## src/rtl/mmf_pkg.sv

```systemverilog
// ============================================================================
// MIDI message filter package
// Shared types, constants and the event-length lookup for the MIDI filter.
// ============================================================================
package mmf_pkg;

    // Fixed channel count and default ring size per channel.
    localparam int CHANNELS  = 16;
    localparam int NOTES_DEF = 8;
    localparam int MAX_NOTES = 16;

    // Widths of the note index and the note count on the controller link.
    localparam int IDX_W     = $clog2(MAX_NOTES);
    localparam int RUN_CNT_W = $clog2(MAX_NOTES + 1);

    // Byte codes.
    localparam logic [7:0] REALTIME_MIN  = 8'hF8;
    localparam logic [3:0] KIND_NOTE_OFF = 4'h8;
    localparam logic [3:0] KIND_NOTE_ON  = 4'h9;
    localparam logic [3:0] KIND_CTRL     = 4'hB;
    localparam logic [7:0] CC_ALL_OFF_LO = 8'h7B;
    localparam logic [7:0] CC_ALL_OFF_HI = 8'h7F;

    // Controller states.
    typedef enum logic [1:0] {
        ST_IDLE,
        ST_RAW,
        ST_MSG,
        ST_NOFF
    } t_state;

    // What an accepted byte asks for.
    typedef enum logic [1:0] {
        ACT_NONE,
        ACT_RAW,
        ACT_MSG,
        ACT_NOFF
    } t_action;

    // Source of the next output byte.
    typedef enum logic [2:0] {
        SEL_BYTE,
        SEL_STATUS,
        SEL_FIRST,
        SEL_SECOND,
        SEL_NOFF,
        SEL_NOTE,
        SEL_ZERO
    } t_sel;

    // Commands from the controller to the datapath.
    typedef struct packed {
        logic             accept;
        logic             load;
        t_sel             sel;
        logic             last;
        logic             rd_en;
        logic [IDX_W-1:0] rd_idx;
    } t_cmd;

    // Status from the datapath to the controller.
    typedef struct packed {
        t_action              action;
        logic                 out_free;
        logic [1:0]           msg_len;
        logic [RUN_CNT_W-1:0] run_cnt;
    } t_sts;

    // Message length of a status byte from the fixed event-length table.
    function automatic logic [1:0] mmf_len(input logic [7:0] s);
        logic [1:0] len;
        case (s) inside
            [8'h80:8'hBF]: len = 2'd3;
            [8'hC0:8'hDF]: len = 2'd2;
            [8'hE0:8'hEF]: len = 2'd3;
            8'hF1:         len = 2'd2;
            8'hF2:         len = 2'd3;
            8'hF3:         len = 2'd2;
            8'hF6:         len = 2'd1;
            default:       len = 2'd0;
        endcase
        return len;
    endfunction

endpackage

```

## src/rtl/mmf_in_if.sv

```systemverilog
// ============================================================================
// MIDI filter input channel
// Valid/ready channel that carries one raw MIDI byte per transfer.
// ============================================================================
interface mmf_in_if;
    logic       valid;
    logic       ready;
    logic [7:0] byte_in;

    modport source (output valid, output byte_in, input ready);
    modport sink   (input valid, input byte_in, output ready);
endinterface

```

## src/rtl/mmf_out_if.sv

```systemverilog
// ============================================================================
// MIDI filter output channel
// Valid/ready channel that carries one MIDI byte and its end-of-run flag.
// ============================================================================
interface mmf_out_if;
    logic       valid;
    logic       ready;
    logic [7:0] byte_out;
    logic       last_of_run;

    modport source (output valid, output byte_out, output last_of_run, input ready);
    modport sink   (input valid, input byte_out, input last_of_run, output ready);
endinterface

```

## src/rtl/mmf_cfg_if.sv

```systemverilog
// ============================================================================
// MIDI filter configuration channel
// Valid/ready write channel for the note-tracking enable register.
// ============================================================================
interface mmf_cfg_if;
    logic valid;
    logic ready;
    logic emulate_all_notes_off;

    modport source (output valid, output emulate_all_notes_off, input ready);
    modport sink   (input valid, input emulate_all_notes_off, output ready);
endinterface

```

## src/rtl/mmf_ctrl.sv

```systemverilog
// ============================================================================
// MIDI filter controller
// State machine that accepts bytes and sequences the output bytes of a run.
// ============================================================================
module mmf_ctrl (
    input  logic          i_clk,
    input  logic          i_rst_n,
    input  logic          i_in_valid,
    output logic          o_in_ready,
    input  mmf_pkg::t_sts i_sts,
    output mmf_pkg::t_cmd o_cmd
);
    import mmf_pkg::*;

    t_state                r_state, n_state;
    logic [1:0]            r_pos;
    logic [1:0]            r_phase;
    logic [IDX_W-1:0]      r_idx;
    logic                  w_accept;
    logic                  w_last_msg;
    logic                  w_last_note;

    // A byte is taken only between runs.
    assign o_in_ready  = (r_state == ST_IDLE);
    assign w_accept    = i_in_valid && o_in_ready;
    assign w_last_msg  = (r_pos == i_sts.msg_len - 2'd1);
    assign w_last_note = (RUN_CNT_W'(r_idx) == i_sts.run_cnt - RUN_CNT_W'(1));

    // Next state.
    always_comb begin
        n_state = r_state;
        case (r_state)
            ST_IDLE: begin
                if (w_accept) begin
                    case (i_sts.action)
                        ACT_RAW:  n_state = ST_RAW;
                        ACT_MSG:  n_state = ST_MSG;
                        ACT_NOFF: n_state = ST_NOFF;
                        default:  n_state = ST_IDLE;
                    endcase
                end
            end
            ST_RAW: begin
                if (i_sts.out_free) n_state = ST_IDLE;
            end
            ST_MSG: begin
                if (i_sts.out_free && w_last_msg) n_state = ST_IDLE;
            end
            ST_NOFF: begin
                if (i_sts.out_free && r_phase == 2'd2 && w_last_note) n_state = ST_IDLE;
            end
            default: n_state = ST_IDLE;
        endcase
    end

    // Commands to the datapath.
    always_comb begin
        o_cmd        = '0;
        o_cmd.accept = w_accept;
        o_cmd.sel    = SEL_BYTE;
        o_cmd.rd_idx = r_idx;
        case (r_state)
            ST_RAW: begin
                o_cmd.load = i_sts.out_free;
                o_cmd.sel  = SEL_BYTE;
                o_cmd.last = 1'b1;
            end
            ST_MSG: begin
                o_cmd.load = i_sts.out_free;
                o_cmd.last = w_last_msg;
                case (r_pos)
                    2'd0:    o_cmd.sel = SEL_STATUS;
                    2'd1:    o_cmd.sel = SEL_FIRST;
                    default: o_cmd.sel = SEL_SECOND;
                endcase
            end
            ST_NOFF: begin
                o_cmd.load = i_sts.out_free;
                case (r_phase)
                    2'd0: begin
                        o_cmd.sel   = SEL_NOFF;
                        o_cmd.rd_en = i_sts.out_free;
                    end
                    2'd1: o_cmd.sel = SEL_NOTE;
                    default: begin
                        o_cmd.sel  = SEL_ZERO;
                        o_cmd.last = w_last_note;
                    end
                endcase
            end
            default: o_cmd.load = 1'b0;
        endcase
    end

    // State and run counters.
    always_ff @(posedge i_clk) begin
        if (!i_rst_n) begin
            r_state <= ST_IDLE;
            r_pos   <= '0;
            r_phase <= '0;
            r_idx   <= '0;
        end else begin
            r_state <= n_state;
            if (r_state == ST_MSG && i_sts.out_free) begin
                r_pos <= w_last_msg ? 2'd0 : r_pos + 2'd1;
            end
            if (r_state == ST_NOFF && i_sts.out_free) begin
                if (r_phase == 2'd2) begin
                    r_phase <= 2'd0;
                    r_idx   <= w_last_note ? '0 : r_idx + IDX_W'(1);
                end else begin
                    r_phase <= r_phase + 2'd1;
                end
            end
        end
    end

    // A byte is loaded only into a free output register.
    a_load_free: assert property (@(posedge i_clk) disable iff (!i_rst_n)
        o_cmd.load |-> i_sts.out_free)
        else $error("output byte loaded while the output register was busy");

    // A note-off run always has at least one tracked note.
    a_noff_cnt: assert property (@(posedge i_clk) disable iff (!i_rst_n)
        (r_state == ST_NOFF) |-> (i_sts.run_cnt != '0))
        else $error("note-off run started with no tracked notes");

    // A completed message leads straight into its emission.
    a_msg_start: assert property (@(posedge i_clk) disable iff (!i_rst_n)
        (w_accept && i_sts.action == ACT_MSG) |=> (r_state == ST_MSG && r_pos == 2'd0))
        else $error("message emission did not start after completion");

endmodule

```

## src/rtl/mmf_datapath.sv

```systemverilog
// ============================================================================
// MIDI filter datapath
// Parser registers, per-channel note rings, note memory and output register.
// ============================================================================
module mmf_datapath #(
    parameter int NOTES_PER_CHANNEL = mmf_pkg::NOTES_DEF
) (
    input  logic          i_clk,
    input  logic          i_rst_n,
    input  logic [7:0]    i_byte,
    input  logic          i_cfg_we,
    input  logic          i_cfg_data,
    input  mmf_pkg::t_cmd i_cmd,
    output mmf_pkg::t_sts o_sts,
    input  logic          i_out_ready,
    output logic          o_out_valid,
    output logic [7:0]    o_out_byte,
    output logic          o_out_last
);
    import mmf_pkg::*;

    localparam int SLOT_W = (NOTES_PER_CHANNEL > 1) ? $clog2(NOTES_PER_CHANNEL) : 1;
    localparam int CNT_W  = $clog2(NOTES_PER_CHANNEL + 1);
    localparam int DEPTH  = CHANNELS * NOTES_PER_CHANNEL;
    localparam int ADDR_W = $clog2(DEPTH);
    localparam logic [ADDR_W-1:0] NOTES_A = ADDR_W'(NOTES_PER_CHANNEL);

    // Parser and configuration registers.
    logic             r_emulate;
    logic [7:0]       r_status;
    logic [1:0]       r_len;
    logic [1:0]       r_pos;
    logic [7:0]       r_first;
    logic [7:0]       r_second;
    logic [7:0]       r_byte;
    logic [CNT_W-1:0] r_run_cnt;

    // Per-channel note rings.
    logic [CNT_W-1:0]  r_notes_in_use [CHANNELS];
    logic [SLOT_W-1:0] r_next_slot    [CHANNELS];
    logic [6:0]        r_mem          [DEPTH];
    logic [6:0]        r_rd_data;

    // Output register.
    logic       r_out_valid;
    logic [7:0] r_out_byte;
    logic       r_out_last;
    logic [7:0] w_out_byte;

    // Parse of the incoming byte.
    logic              w_is_rt;
    logic              w_is_status;
    logic [7:0]        n_status;
    logic [1:0]        n_len;
    logic [1:0]        w_pos_base;
    logic [1:0]        w_pos_inc;
    logic [7:0]        n_first;
    logic [7:0]        n_second;
    logic              w_complete;
    logic [3:0]        w_ch;
    logic [3:0]        w_kind;
    logic [CNT_W-1:0]  w_cnt;
    logic [SLOT_W-1:0] w_slot;
    logic [SLOT_W-1:0] w_slot_nxt;
    logic              w_note_on;
    logic              w_all_off;
    logic              w_msg_done;
    logic              w_record;
    logic              w_clear;
    logic [ADDR_W-1:0] w_wr_addr;
    logic [ADDR_W-1:0] w_rd_addr;
    t_action           w_action;

    assign w_is_rt     = (i_byte >= REALTIME_MIN);
    assign w_is_status = i_byte[7];
    assign n_status    = w_is_status ? i_byte : r_status;
    assign n_len       = w_is_status ? mmf_len(i_byte) : r_len;
    assign w_pos_base  = w_is_status ? 2'd0 : r_pos;
    assign w_pos_inc   = w_pos_base + 2'd1;
    assign n_first     = (w_pos_base == 2'd1) ? i_byte : r_first;
    assign n_second    = (w_pos_base == 2'd2) ? i_byte : r_second;
    assign w_complete  = (w_pos_inc >= n_len);
    assign w_ch        = n_status[3:0];
    assign w_kind      = n_status[7:4];
    assign w_cnt       = r_notes_in_use[w_ch];

    // Ring slot for a new note, wrapping at the ring size.
    always_comb begin
        w_slot = r_next_slot[w_ch];
        if (int'(w_slot) >= NOTES_PER_CHANNEL) w_slot = '0;
        w_slot_nxt = (int'(w_slot) == NOTES_PER_CHANNEL - 1) ? '0 : w_slot + SLOT_W'(1);
    end

    // Classification of a completed message.
    assign w_note_on  = r_emulate && (w_kind == KIND_NOTE_ON);
    assign w_all_off  = r_emulate && (w_kind == KIND_CTRL) &&
                        (n_first >= CC_ALL_OFF_LO) && (n_first <= CC_ALL_OFF_HI);
    assign w_msg_done = i_cmd.accept && !w_is_rt && (n_len != 2'd0) && w_complete;
    assign w_record   = w_msg_done && w_note_on && (n_second != 8'd0);
    assign w_clear    = w_msg_done && w_all_off;

    always_comb begin
        if (w_is_rt || n_len == 2'd0) begin
            w_action = ACT_RAW;
        end else if (!w_complete) begin
            w_action = ACT_NONE;
        end else if (w_all_off && !w_note_on) begin
            w_action = (w_cnt != '0) ? ACT_NOFF : ACT_NONE;
        end else begin
            w_action = ACT_MSG;
        end
    end

    // Status to the controller.
    assign o_sts.action   = w_action;
    assign o_sts.out_free = !r_out_valid || i_out_ready;
    assign o_sts.msg_len  = r_len;
    assign o_sts.run_cnt  = RUN_CNT_W'(r_run_cnt);

    // Parser state and channel ring bookkeeping.
    always_ff @(posedge i_clk) begin
        if (!i_rst_n) begin
            r_emulate <= 1'b0;
            r_status  <= '0;
            r_len     <= '0;
            r_pos     <= '0;
            r_first   <= '0;
            r_second  <= '0;
            for (int i = 0; i < CHANNELS; i++) begin
                r_notes_in_use[i] <= '0;
                r_next_slot[i]    <= '0;
            end
        end else begin
            if (i_cfg_we) r_emulate <= i_cfg_data;
            if (i_cmd.accept && !w_is_rt) begin
                r_status <= n_status;
                r_len    <= n_len;
                if (n_len != 2'd0) begin
                    r_first  <= n_first;
                    r_second <= n_second;
                    r_pos    <= w_complete ? 2'd1 : w_pos_inc;
                end else begin
                    r_pos <= w_pos_base;
                end
            end
            if (w_record) begin
                r_next_slot[w_ch] <= w_slot_nxt;
                if (int'(w_cnt) < NOTES_PER_CHANNEL) begin
                    r_notes_in_use[w_ch] <= w_cnt + CNT_W'(1);
                end
            end else if (w_clear) begin
                r_next_slot[w_ch]    <= '0;
                r_notes_in_use[w_ch] <= '0;
            end
        end
    end

    // Accepted byte and note count captured for the run.
    always_ff @(posedge i_clk) begin
        if (i_cmd.accept) begin
            r_byte    <= i_byte;
            r_run_cnt <= w_cnt;
        end
    end

    // Note memory: one write port, one registered read port.
    assign w_wr_addr = ADDR_W'(w_ch) * NOTES_A + ADDR_W'(w_slot);
    assign w_rd_addr = ADDR_W'(r_status[3:0]) * NOTES_A +
                       ADDR_W'(i_cmd.rd_idx[SLOT_W-1:0]);

    always_ff @(posedge i_clk) begin
        if (w_record) r_mem[w_wr_addr] <= n_first[6:0];
        if (i_cmd.rd_en) r_rd_data <= r_mem[w_rd_addr];
    end

    // Output byte selection.
    always_comb begin
        case (i_cmd.sel)
            SEL_BYTE:   w_out_byte = r_byte;
            SEL_STATUS: w_out_byte = r_status;
            SEL_FIRST:  w_out_byte = r_first;
            SEL_SECOND: w_out_byte = r_second;
            SEL_NOFF:   w_out_byte = {KIND_NOTE_OFF, r_status[3:0]};
            SEL_NOTE:   w_out_byte = {1'b0, r_rd_data};
            default:    w_out_byte = 8'd0;
        endcase
    end

    // Output register; holds its byte while the receiver stalls.
    always_ff @(posedge i_clk) begin
        if (!i_rst_n) begin
            r_out_valid <= 1'b0;
        end else if (i_cmd.load) begin
            r_out_valid <= 1'b1;
        end else if (i_out_ready) begin
            r_out_valid <= 1'b0;
        end
    end

    always_ff @(posedge i_clk) begin
        if (i_cmd.load) begin
            r_out_byte <= w_out_byte;
            r_out_last <= i_cmd.last;
        end
    end

    assign o_out_valid = r_out_valid;
    assign o_out_byte  = r_out_byte;
    assign o_out_last  = r_out_last;

    // A loaded byte is offered in the following cycle.
    a_load_valid: assert property (@(posedge i_clk) disable iff (!i_rst_n)
        i_cmd.load |=> r_out_valid)
        else $error("loaded output byte was not offered");

    // The count of tracked notes never exceeds the ring size.
    a_cnt_bound: assert property (@(posedge i_clk) disable iff (!i_rst_n)
        int'(w_cnt) <= NOTES_PER_CHANNEL)
        else $error("tracked note count beyond ring size");

    // Memory reads happen only while a note-off header byte is loaded.
    a_rd_load: assert property (@(posedge i_clk) disable iff (!i_rst_n)
        i_cmd.rd_en |-> (i_cmd.load && i_cmd.sel == SEL_NOFF))
        else $error("note memory read outside a note-off header");

endmodule

```

## src/rtl/midi_message_filter_note_tracking_top.sv

```systemverilog
// ============================================================================
// MIDI message filter with note tracking
// Top level: running-status parser with per-channel note tracking.
// ============================================================================
// Usage:
// i_in carries one MIDI byte per transfer; o_out returns the resulting bytes,
// with last_of_run set on the final byte caused by one input byte. Some input
// bytes cause no output at all (incomplete messages, or an all-notes-off with
// nothing tracked). i_cfg writes the emulation enable and is always ready. The
// user must see that it is written only while the block is idle; the block
// itself does not enforce this.
// The first result of a byte is loaded into the output register, once that
// register is free, from the run state the transfer starts. A byte holds the
// controller until all its result bytes are loaded: one for a pass-through
// byte, the message length for a message, and three per tracked note for a
// synthesized note-off run. When the receiver stalls, the output register
// holds its byte and the run pauses; a new input byte is taken once the last
// result of the run sits in the output register, even before it is taken.
// Reset clears the parser, the enable and every channel's note count; the
// note memory itself needs no clearing.
// ============================================================================
module midi_message_filter_note_tracking_top #(
    parameter int NOTES_PER_CHANNEL = mmf_pkg::NOTES_DEF
) (
    input logic        i_clk,
    input logic        i_rst_n,
    mmf_in_if.sink     i_in,
    mmf_out_if.source  o_out,
    mmf_cfg_if.sink    i_cfg
);
    import mmf_pkg::*;

    t_cmd w_cmd;
    t_sts w_sts;

    // Configuration writes are always taken.
    assign i_cfg.ready = 1'b1;

    // Controller.
    mmf_ctrl u_ctrl (
        .i_clk      (i_clk),
        .i_rst_n    (i_rst_n),
        .i_in_valid (i_in.valid),
        .o_in_ready (i_in.ready),
        .i_sts      (w_sts),
        .o_cmd      (w_cmd)
    );

    // Datapath.
    mmf_datapath #(
        .NOTES_PER_CHANNEL (NOTES_PER_CHANNEL)
    ) u_datapath (
        .i_clk       (i_clk),
        .i_rst_n     (i_rst_n),
        .i_byte      (i_in.byte_in),
        .i_cfg_we    (i_cfg.valid),
        .i_cfg_data  (i_cfg.emulate_all_notes_off),
        .i_cmd       (w_cmd),
        .o_sts       (w_sts),
        .i_out_ready (o_out.ready),
        .o_out_valid (o_out.valid),
        .o_out_byte  (o_out.byte_out),
        .o_out_last  (o_out.last_of_run)
    );

endmodule

```

## src/flat_wrapper.sv

```systemverilog
// flat-port wrapper written by rule: the top's interface ports become plain ports
module midi_message_filter_note_tracking_top_flat import mmf_pkg::*;
#(
    parameter int NOTES_PER_CHANNEL = mmf_pkg::NOTES_DEF
)
  (i_clk, i_rst_n, i_in_valid, i_in_byte_in, i_in_ready, o_out_valid, o_out_byte_out, o_out_last_of_run, o_out_ready, i_cfg_valid, i_cfg_emulate_all_notes_off, i_cfg_ready);
  mmf_in_if i_in_i ();
  mmf_out_if o_out_i ();
  mmf_cfg_if i_cfg_i ();
  input logic i_clk;
  input logic i_rst_n;
  input wire logic [$bits(i_in_i.valid)-1:0] i_in_valid;
  input wire logic [$bits(i_in_i.byte_in)-1:0] i_in_byte_in;
  output wire logic [$bits(i_in_i.ready)-1:0] i_in_ready;
  output wire logic [$bits(o_out_i.valid)-1:0] o_out_valid;
  output wire logic [$bits(o_out_i.byte_out)-1:0] o_out_byte_out;
  output wire logic [$bits(o_out_i.last_of_run)-1:0] o_out_last_of_run;
  input wire logic [$bits(o_out_i.ready)-1:0] o_out_ready;
  input wire logic [$bits(i_cfg_i.valid)-1:0] i_cfg_valid;
  input wire logic [$bits(i_cfg_i.emulate_all_notes_off)-1:0] i_cfg_emulate_all_notes_off;
  output wire logic [$bits(i_cfg_i.ready)-1:0] i_cfg_ready;
  assign i_in_i.valid = i_in_valid;
  assign i_in_i.byte_in = i_in_byte_in;
  assign i_in_ready = i_in_i.ready;
  assign o_out_valid = o_out_i.valid;
  assign o_out_byte_out = o_out_i.byte_out;
  assign o_out_last_of_run = o_out_i.last_of_run;
  assign o_out_i.ready = o_out_ready;
  assign i_cfg_i.valid = i_cfg_valid;
  assign i_cfg_i.emulate_all_notes_off = i_cfg_emulate_all_notes_off;
  assign i_cfg_ready = i_cfg_i.ready;
  midi_message_filter_note_tracking_top #(.NOTES_PER_CHANNEL(NOTES_PER_CHANNEL)) u_core (.i_clk(i_clk), .i_rst_n(i_rst_n), .i_in(i_in_i), .o_out(o_out_i), .i_cfg(i_cfg_i));
endmodule
```

## config.mk

```make
export PLATFORM = sky130hd
export DESIGN_NAME = midi_message_filter_note_tracking_top_flat
export DESIGN_NICKNAME = d
export VERILOG_FILES = /design/src/rtl/mmf_pkg.sv /design/src/rtl/mmf_in_if.sv /design/src/rtl/mmf_out_if.sv /design/src/rtl/mmf_cfg_if.sv /design/src/rtl/mmf_ctrl.sv /design/src/rtl/mmf_datapath.sv /design/src/rtl/midi_message_filter_note_tracking_top.sv /design/src/flat_wrapper.sv
export SDC_FILE = /design/constraint.sdc
export NUM_CORES = 1
export LEC_CHECK = 0
export ABC_AREA = 1
export BUFFER_PORTS_ARGS = -buffer_cell sky130_fd_sc_hd__buf_2
export CORE_ASPECT_RATIO = 1.4
export CORE_UTILIZATION = 30
export DETAILED_ROUTE_END_ITERATION = 12
export SLEW_MARGIN = 20
export SYNTH_ARGS = -nofsm -noshare
export SYNTH_HDL_FRONTEND = slang
export SYNTH_SLANG_ARGS = --single-unit
```

## constraint.sdc

```tcl
create_clock -name i_clk -period 11.44 [get_ports i_clk]
set_input_delay 1.716 -clock i_clk [delete_from_list [all_inputs] [get_ports i_clk]]
set_output_delay 1.716 -clock i_clk [all_outputs]
set_load 0.01 [all_outputs]
```

==> impl_metrics.env, run 1 <==
export IMPL_remaining_global_route_overflow=0
export IMPL_seqPwrFrac_pct=53.5
export IMPL_powerDensity_mw_per_mm2=169
export IMPL_power_switching_share_pct=23.5
export IMPL_dp_hpwl_um=69700
export IMPL_global_route_usage_total_pct=15.5
export IMPL_r2r_setup_slack_ns=6.44
export IMPL_syn_inst=3900
export IMPL_period_share_pct=50.7
export IMPL_max_cap_violations=0
export IMPL_ctsResizeCount=0
export IMPL_io_pins=26
export IMPL_arrival_ns=6.17
export IMPL_clk_transition_reported_paths_ns=0.07
export IMPL_place_inst=5655
export IMPL_rows=167
export IMPL_hold_path_startpoint="u_core.u_datapath.r_pos[1]"
export IMPL_power_share_combinational_pct=7.4
export IMPL_vias_per_cell=5.08
export IMPL_gpl_final_weighted_congestion=0.858
export IMPL_core_mm2=0.148
export IMPL_cell_internal_pwr_mw=6.46
export IMPL_fin_tns_setup_ns=0
export IMPL_final_count_of_hold_timing_violations=0
export IMPL_run_status="finished clean"
export IMPL_vias=29600
export IMPL_die_area_mm2=0.151
export IMPL_detailedRoute_firstIterationViolations=2462
export IMPL_nets=3833
export IMPL_start_kind="input pin"
export IMPL_worst_slew_pin_slew_ns=1.08
export IMPL_yosysUniqueCellTypes=48
export IMPL_placedInstanceArea_mm2=0.0468
export IMPL_hold_slack_ns=0.473
export IMPL_remaining_drc_errors=0
export IMPL_synth_seq_area_share_pct=71.0
export IMPL_r2r_start="u_core.u_datapath.r_status[1]"
export IMPL_flow_area_growth_from_synthesis_pct=11.1
export IMPL_portBuffers=24
export IMPL_switchingPower_mw=1.99
export IMPL_endpoint_kind="register"
export IMPL_mappedNetlistNets=3926
export IMPL_critical_path_max_fanout=40
export IMPL_post_cts_repair_setup_buffers=0
export IMPL_cts_sinks=1076
export IMPL_vias_in_the_first_global_route=28900
export IMPL_detail_route_first_pass_iterations=7
export IMPL_yosys_warnings=0
export IMPL_maxSlewViolCount=0
export IMPL_wire_length_of_the_first_global_routing_pass_um=179000
export IMPL_holdCritPathClass="reg2reg"
export IMPL_die_y_um=460
export IMPL_timing_hold_worst_path_depth=2
export IMPL_cts_tree="yes"
export IMPL_r2r_end="u_core.u_datapath.r_mem[123][2]"
export IMPL_wl_per_cell_um=20.6
export IMPL_instances_no_fill=5828
export IMPL_synth_cell_area_mm2=0.0450
export IMPL_min_to="u_core.u_datapath.r_pos[1]"
export IMPL_initial_cell_density_of_the_core_pct=30.3
export IMPL_finalWorstSetupSlack_ns=5.64
export IMPL_ys_ff_latch=1076
export IMPL_post_route_cells_drive_above_1_share_pct=7.96
export IMPL_worstSetupPathType="in2reg"
export IMPL_cts_hold_buffers=0
export IMPL_postLayoutCoreUtil_pct=33.7
export IMPL_fin_total_pwr_mw=8.45
export IMPL_wirelength_um=120000
export IMPL_p_leak_nw=16.9
export IMPL_syn_area_per_cell_um2=11.5
export IMPL_setup_repair_after_global_routing_missed_its_margin="no"
export IMPL_worst_r2r_cell_count=14
export IMPL_timing_critical_path_required_ns=11.81
export IMPL_max_clock_freq_mhz=173
export IMPL_routed_antenna_nets=0
export IMPL_antenna_found_initial=4
export IMPL_final_setup_viol_count=0
export IMPL_pin_count_of_the_biggest_net_entering_global_routing=198
export IMPL_maxSlewHeadroom_pct=28.0
export IMPL_dieWidth_um=329
export IMPL_post_route_cell_area_mm2=0.0500
export IMPL_cts_inserted_buffers=93
export IMPL_worst_skew_pair_late_latency_ns=0.70
export IMPL_period_needed_ns=5.80
export IMPL_cts_htree_levels=3
export IMPL_ctsLongestPathBuffers=3
export IMPL_worst_clock_skew_ns=0.0276
export IMPL_dp_worst_setup_slack_ns=4.92
export IMPL_clock_power_share_pct=39.0
export IMPL_cts_root_buffer_cell="clkbuf_16"
export IMPL_worst_ir_drop_vdd_uv=104
[cell usage after synthesis, drive strengths merged]
cell | number | area, µm²
a211o | 1 | 8.76
nand2 | 607 | 2340
a221oi | 2 | 17.5
conb | 1 | 3.75
o221ai | 1 | 8.76
nor2 | 762 | 2960
a22oi | 32 | 240
nand3 | 123 | 616
nand4 | 23 | 159
dfxtp | 40 | 801
xnor2 | 4 | 35.0
o211ai | 18 | 135
inv | 119 | 449
nor3 | 10 | 66.3
nor3b | 1 | 7.51
o21bai | 1 | 7.51
buf | 67 | 388
a211oi | 3 | 22.5
ha | 12 | 150
a31oi | 2 | 12.5
edfxtp | 1036 | 31100
clkbuf | 178 | 668
clkinv | 9 | 33.8
o21ai | 550 | 2770
o22ai | 227 | 1420
nand3b | 1 | 7.51
o2111ai | 3 | 26.3
a21oi | 59 | 442
or2 | 3 | 18.8
xor2 | 4 | 35.0
a21boi | 1 | 7.51
[cell usage in the layout (no fill, tap or decap), types with 5 or more instances in the layout]
cell	instances
nand2_2	20
a21oi_1	40
nor2_1	744
nand3_1	123
a22oi_1	32
dfxtp_1	35
nor3_1	8
buf_4	30
nand4_1	22
o22ai_1	227
inv_2	30
clkinv_2	18
a21oi_4	12
clkinvlp_4	5
nor2_4	8
ha_1	12
clkinv_1	28
bufinv_16	15
inv_1	84
nor2_2	9
o211ai_1	18
a21oi_2	7
buf_2	24
nand2_1	585
clkbuf_1	13
clkbuf_16	95
o21ai_0	540
edfxtp_1	1036
inv_6	5
[worst max path at each step]
stage	from	end	slack, ns
after global placement	i_in_byte_in[7]	u_core.u_datapath.r_notes_in_use[1][3]	4.96
final	i_in_byte_in[7]	u_core.u_datapath.r_notes_in_use[13][3]	5.64
after floorplan	i_in_byte_in[7]	u_core.u_datapath.r_notes_in_use[5][0]	1.96
after global routing	i_in_byte_in[7]	u_core.u_datapath.r_notes_in_use[7][1]	5.17
after CTS	i_in_byte_in[7]	u_core.u_datapath.r_notes_in_use[12][2]	5.65
after detailed placement	i_in_byte_in[7]	u_core.u_datapath.r_notes_in_use[10][2]	4.92
[flip-flops by register name (all words and copies together) (netlist names), 4 cells and up]
signal                            count
u_core.u_datapath.r_mem             896
u_core.u_ctrl.r_idx                   4
u_core.u_datapath.r_run_cnt           4
u_core.u_datapath.r_byte              8
u_core.u_datapath.r_rd_data           7
u_core.u_datapath.o_out_byte          8
u_core.u_datapath.r_first             8
u_core.u_datapath.r_second            8
u_core.u_datapath.r_notes_in_use     64
u_core.u_datapath.r_next_slot        48
u_core.u_datapath.r_status            8
[layout make-up]
cell class	instances	area [µm²]
Antenna cell	1	2.50
Clock buffer	108	2430
Clock inverter	64	721
Fill cell	14700	98400
Inverter	128	505
Multi-Input combinational cell	2451	11600
Sequential cell	1076	31900
Tap cell	1943	2430
Timing Repair Buffer	57	397
[metal layers]
layer / global-route usage [%] / wire, µm
met5: 0 / 10
met3: 1.76 / 6340
met2: 27.9 / 62400
met1: 18.2 / 45800
met4: 7.58 / 5290
[logic make-up (layout without fill, tap and decap cells)]
logic type | after synthesis | count (layout) | synth area share (%)
simple gates | 1530 | 1530 | 13.7
fa+ha+maj | 12 | 12 | 0.334
compound gates | 900 | 900 | 11.4
other cells | 1 | 2 | 0.00834
xor+xnor | 8 | 8 | 0.156
buf+inv | 373 | 357 | 3.42
flops | 1076 | 1076 | 71.0
[power groups by stage]
stage          sequential [mW]  combinational [mW]  clock [mW]
6_report                  4.52               0.629        3.30
5_1_grt                   4.52               0.681        3.48
4_1_cts                   4.52               0.634        3.34
3_5_place_dp              4.61               0.632           0
3_3_place_gp              4.61               0.621           0
2_1_floorplan             4.63               0.362           0
[worst max-delay path, cell delays in order]
cell and delay (ns):
buf_2 0.24, inv_4 0.17, nand2_1 0.12, inv_1 0.10, ha_1 0.69, nor2_1 0.16, a21oi_4 0.80, nand2_1 0.08
nand3b_1 0.19, nor3_1 0.27, nand2_2 0.60, nand2_2 0.61, nand2_1 0.19, nand2_1 0.18
No activity file was read; power rests on OpenSTA's default activity.
==> run 2, diff against run 1 <==
- ABC_AREA: 1 -> 0
- clock period: 11.44 -> 5.4 ns (I/O delays scaled with it)
==> run 2 against run 1 <==
Via count shrank 26%. Combinational power increased by 56%. Clock skew grew 0.0029 ns. Clock power increased by 110%. Hold slack got worse by 0.11 ns. Design area decreased by 0.32%. Final cell count is 24% lower. Non-clock buffer count rose by 125. Die area shrank 3.5%. Critical path type unchanged. Largest cell class unchanged. Largest power group unchanged. Highest routed layer is now met4.
==> impl_metrics.env, run 2 <==
export IMPL_run_status="finished clean"
export IMPL_placedInstanceArea_mm2=0.0467
export IMPL_hold_path_startpoint="i_cfg_emulate_all_notes_off"
export IMPL_flow_area_growth_from_synthesis_pct=14.8
export IMPL_post_synth_top_area_cell="edfxtp_1"
export IMPL_power_switching_share_pct=22.5
export IMPL_hold_slack_ns=0.361
export IMPL_synth_cell_area_mm2=0.0434
export IMPL_cts_htree_levels=3
export IMPL_routed_antenna_nets=0
export IMPL_syn_inst=2301
export IMPL_wl_per_cell_um=24.2
export IMPL_die_area_mm2=0.146
export IMPL_holdCritPathClass="in2reg"
export IMPL_vias=22000
export IMPL_worstSetupPathType="in2reg"
export IMPL_synth_compound_area_share_pct=2.29
export IMPL_synth_top_family_by_area="multiplexers"
export IMPL_timing_hold_worst_path_depth=3
export IMPL_max_clock_freq_mhz=239
export IMPL_wire_length_of_the_first_global_routing_pass_um=157000
export IMPL_worst_path_buf_inv=1
export IMPL_multi_input_comb_area_mm2=0.0108
export IMPL_register_area_mm2=0.0319
export IMPL_most_used_standard_cell_by_instance_count_after_synthesis="edfxtp_1"
export IMPL_finalWorstSetupSlack_ns=1.22
export IMPL_syn_area_per_cell_um2=18.9
export IMPL_nets=2460
export IMPL_ys_top_cells_by_count="1,036 x edfxtp_1, 282 x mux4_2, 156 x nor2_1"
export IMPL_ctsResizeCount=0
export IMPL_yosys_area_share_simple_pct=5.73
export IMPL_cell_internal_pwr_mw=13.4
export IMPL_ys_ff_latch=1076
export IMPL_synth_adder_area_share_pct=0.346
export IMPL_crit_path_max_incr_delay_ns=1.07
export IMPL_critical_path_max_fanout=29
export IMPL_remaining_drc_errors=0
export IMPL_post_route_cells_drive_above_1_share_pct=26.3
export IMPL_vias_in_the_first_global_route=23100
export IMPL_family_with_the_most_delay_on_the_worst_path="simple AND/OR/NAND/NOR gates"
export IMPL_cts_tree="yes"
export IMPL_async_reset_ff_share_pct=0
export IMPL_yosysUniqueCellTypes=65
export IMPL_layout_cells_most_common="edfxtp_1"
export IMPL_worst_r2r_cell_count=7
export IMPL_min_to="u_core.u_datapath.r_emulate"
export IMPL_post_cts_repair_setup_buffers=0
export IMPL_setup_repair_after_global_routing_missed_its_margin="no"
export IMPL_detail_route_first_pass_iterations=7
export IMPL_global_route_usage_total_pct=14.7
export IMPL_power_share_combinational_pct=5.7
export IMPL_synth_seq_area_share_pct=73.6
export IMPL_portBuffers=24
export IMPL_endpoint_kind="register"
export IMPL_dp_worst_setup_slack_ns=0.513
export IMPL_gpl_final_weighted_congestion=0.835
export IMPL_worst_slew_pin_slew_ns=1.15
export IMPL_antenna_found_initial=3
export IMPL_switchingPower_mw=3.90
export IMPL_period_needed_ns=4.18
export IMPL_cts_sinks=1076
export IMPL_register_bank_with_the_most_flops="u_core.u_datapath.r_mem"
export IMPL_period_share_pct=77.3
export IMPL_remaining_global_route_overflow=0
export IMPL_mostFrequentLayoutCells="1,036 x edfxtp_1, 282 x mux4_2, 156 x nor2_1"
export IMPL_maxSlewHeadroom_pct=23.2
export IMPL_cts_root_buffer_cell="clkbuf_16"
export IMPL_cts_inserted_buffers=94
export IMPL_cts_hold_buffers=0
export IMPL_max_cap_violations=0
export IMPL_reg_largest_list="u_core.u_datapath.r_mem x896, u_core.u_datapath.r_notes_in_use x64, u_core.u_datapath.r_next_slot x48"
export IMPL_post_synth_mux_area_share_pct=16.2
export IMPL_vias_per_cell=4.98
export IMPL_synth_top_flop_cell="edfxtp_1"
export IMPL_fill_cells=13300
export IMPL_final_setup_viol_count=0
export IMPL_mappedNetlistNets=2327
export IMPL_ctsLongestPathBuffers=3
export IMPL_core_mm2=0.143
export IMPL_clk_transition_reported_paths_ns=0.07
export IMPL_io_pins=26
export IMPL_yosys_warnings=0
export IMPL_seqPwrFrac_pct=54.7
export IMPL_detailedRoute_firstIterationViolations=1962
export IMPL_maxSlewViolCount=0
export IMPL_final_count_of_hold_timing_violations=0
export IMPL_worst_clock_skew_ns=0.0305
export IMPL_dieWidth_um=323
export IMPL_synth_edf_count=1036
export IMPL_post_route_cell_area_mm2=0.0498
export IMPL_initial_cell_density_of_the_core_pct=30.3
export IMPL_die_y_um=452
export IMPL_cp_slowest_cell="or4b_2"
export IMPL_proportion_of_netlist_area_held_by_the_largest_area_contributor_pct=71.7
export IMPL_clock_power_share_pct=39.6
export IMPL_rows=164
export IMPL_r2r_setup_slack_ns=1.30
export IMPL_postLayoutCoreUtil_pct=34.8
export IMPL_powerDensity_mw_per_mm2=347
export IMPL_fin_tns_setup_ns=0
export IMPL_p_leak_nw=15.2
export IMPL_post_synth_main_area_contributors="edfxtp_1 72%, mux4_2 15%, dfxtp_1 1.8%"
export IMPL_dp_hpwl_um=68000
export IMPL_arrival_ns=4.50
export IMPL_timing_critical_path_required_ns=5.73
export IMPL_pin_count_of_the_biggest_net_entering_global_routing=97
export IMPL_worst_skew_pair_late_latency_ns=0.71
export IMPL_path_cells="buf_2, mux2_2, mux4_2, a22o_1, a211o_1, or4b_2, nor2_1"
export IMPL_worst_ir_drop_vdd_uv=263
export IMPL_r2r_start="u_core.u_datapath.r_status[3]"
export IMPL_largest_register_ff_count=896
export IMPL_synth_xor_area_share_pct=0.141
export IMPL_r2r_end="u_core.u_datapath.r_mem[32][1]"
export IMPL_start_kind="input pin"
export IMPL_wirelength_um=107000
-- run 2: changes by cell type after synthesis, moves of 30 or more --
cell | before | now
nor2_1 | 744 | 156
o21ai_0 | 543 | 31
nand2_1 | 585 | 104
mux4_2 | 0 | 282
o22ai_1 | 227 | 26
nor3_1 | 8 | 125
clkbuf_1 | 178 | 82
nand3_1 | 123 | 53
inv_1 | 87 | 34
mux2i_1 | 0 | 49
buf_1 | 12 | 45
inv_2 | 31 | 1
-- run 2: power by group through the flow --
stage	clock network, mW	logic (mW)	registers [mW]
detailed placement	0	0.993	9.64
CTS	6.97	0.993	9.46
global placement	0	0.977	9.64
floorplan	0	0.517	9.65
global route	7.27	1.04	9.46
finish	6.85	0.979	9.46
-- run 2: cell families (layout without fill, tap and decap cells) --
group | Yosys count | in the layout
buffers and inverters | 180 | 389
xor gates and xnor gates | 7 | 7
DFF | 1076 | 1076
adders and majority gates | 12 | 12
other | 1 | 2
muxes | 349 | 349
AOI/OAI and AO/OA | 151 | 151
and+or+nand+nor | 525 | 525
-- run 2: worst max path at each step --
stage / cells past startpoint / end / start
after floorplan: 13 / u_core.u_datapath.r_notes_in_use[0][0] / i_in_byte_in[7]
after global placement: 7 / u_core.u_datapath.r_mem[32][6] / i_in_byte_in[7]
after detailed placement: 8 / u_core.u_datapath.r_mem[56][3] / i_in_byte_in[7]
after CTS: 7 / u_core.u_datapath.r_mem[32][1] / i_in_byte_in[7]
after global routing: 10 / u_core.u_datapath.r_notes_in_use[10][3] / i_in_byte_in[7]
final: 7 / u_core.u_datapath.r_mem[32][1] / i_in_byte_in[7]
-- run 2: stage by stage --
stage               power, mW  std cells
CTS                      17.4       4419
global placement         10.6       4247
floorplan                10.2       2301
detailed placement       10.6       4247
global route             17.8       4420
finish                   17.3       4420
-- run 2: per-layer routing --
metal  track usage [%]  wire length (µm)  vias up
met4              5.21              3240        0
met5                 0                 0        -
li1                  -                 -     9620
met1              16.8             39600    11700
met3              1.76              4390      152
met2              27.7             59500      594
-- run 2: final cells by class --
| class | instances | area share, % |
|---|---|---|
| flip-flops and latches | 1076 | 64.1 |
| multi-input cells | 1045 | 21.6 |
| clock buffers | 114 | 5.02 |
| well taps | 1909 | 4.80 |
| repair buffers | 182 | 2.95 |
| clock inverters | 58 | 1.23 |
| inverters | 35 | 0.294 |
| diodes | 1 | 0.00502 |
-- run 2: worst min-delay path, delay by kind of cell --
| family | cells | cell delay, ns |
|---|---|---|
| mux | 1 | 0.06 |
| simple gates | 1 | 0.07 |
| buf+inv | 1 | 0.07 |
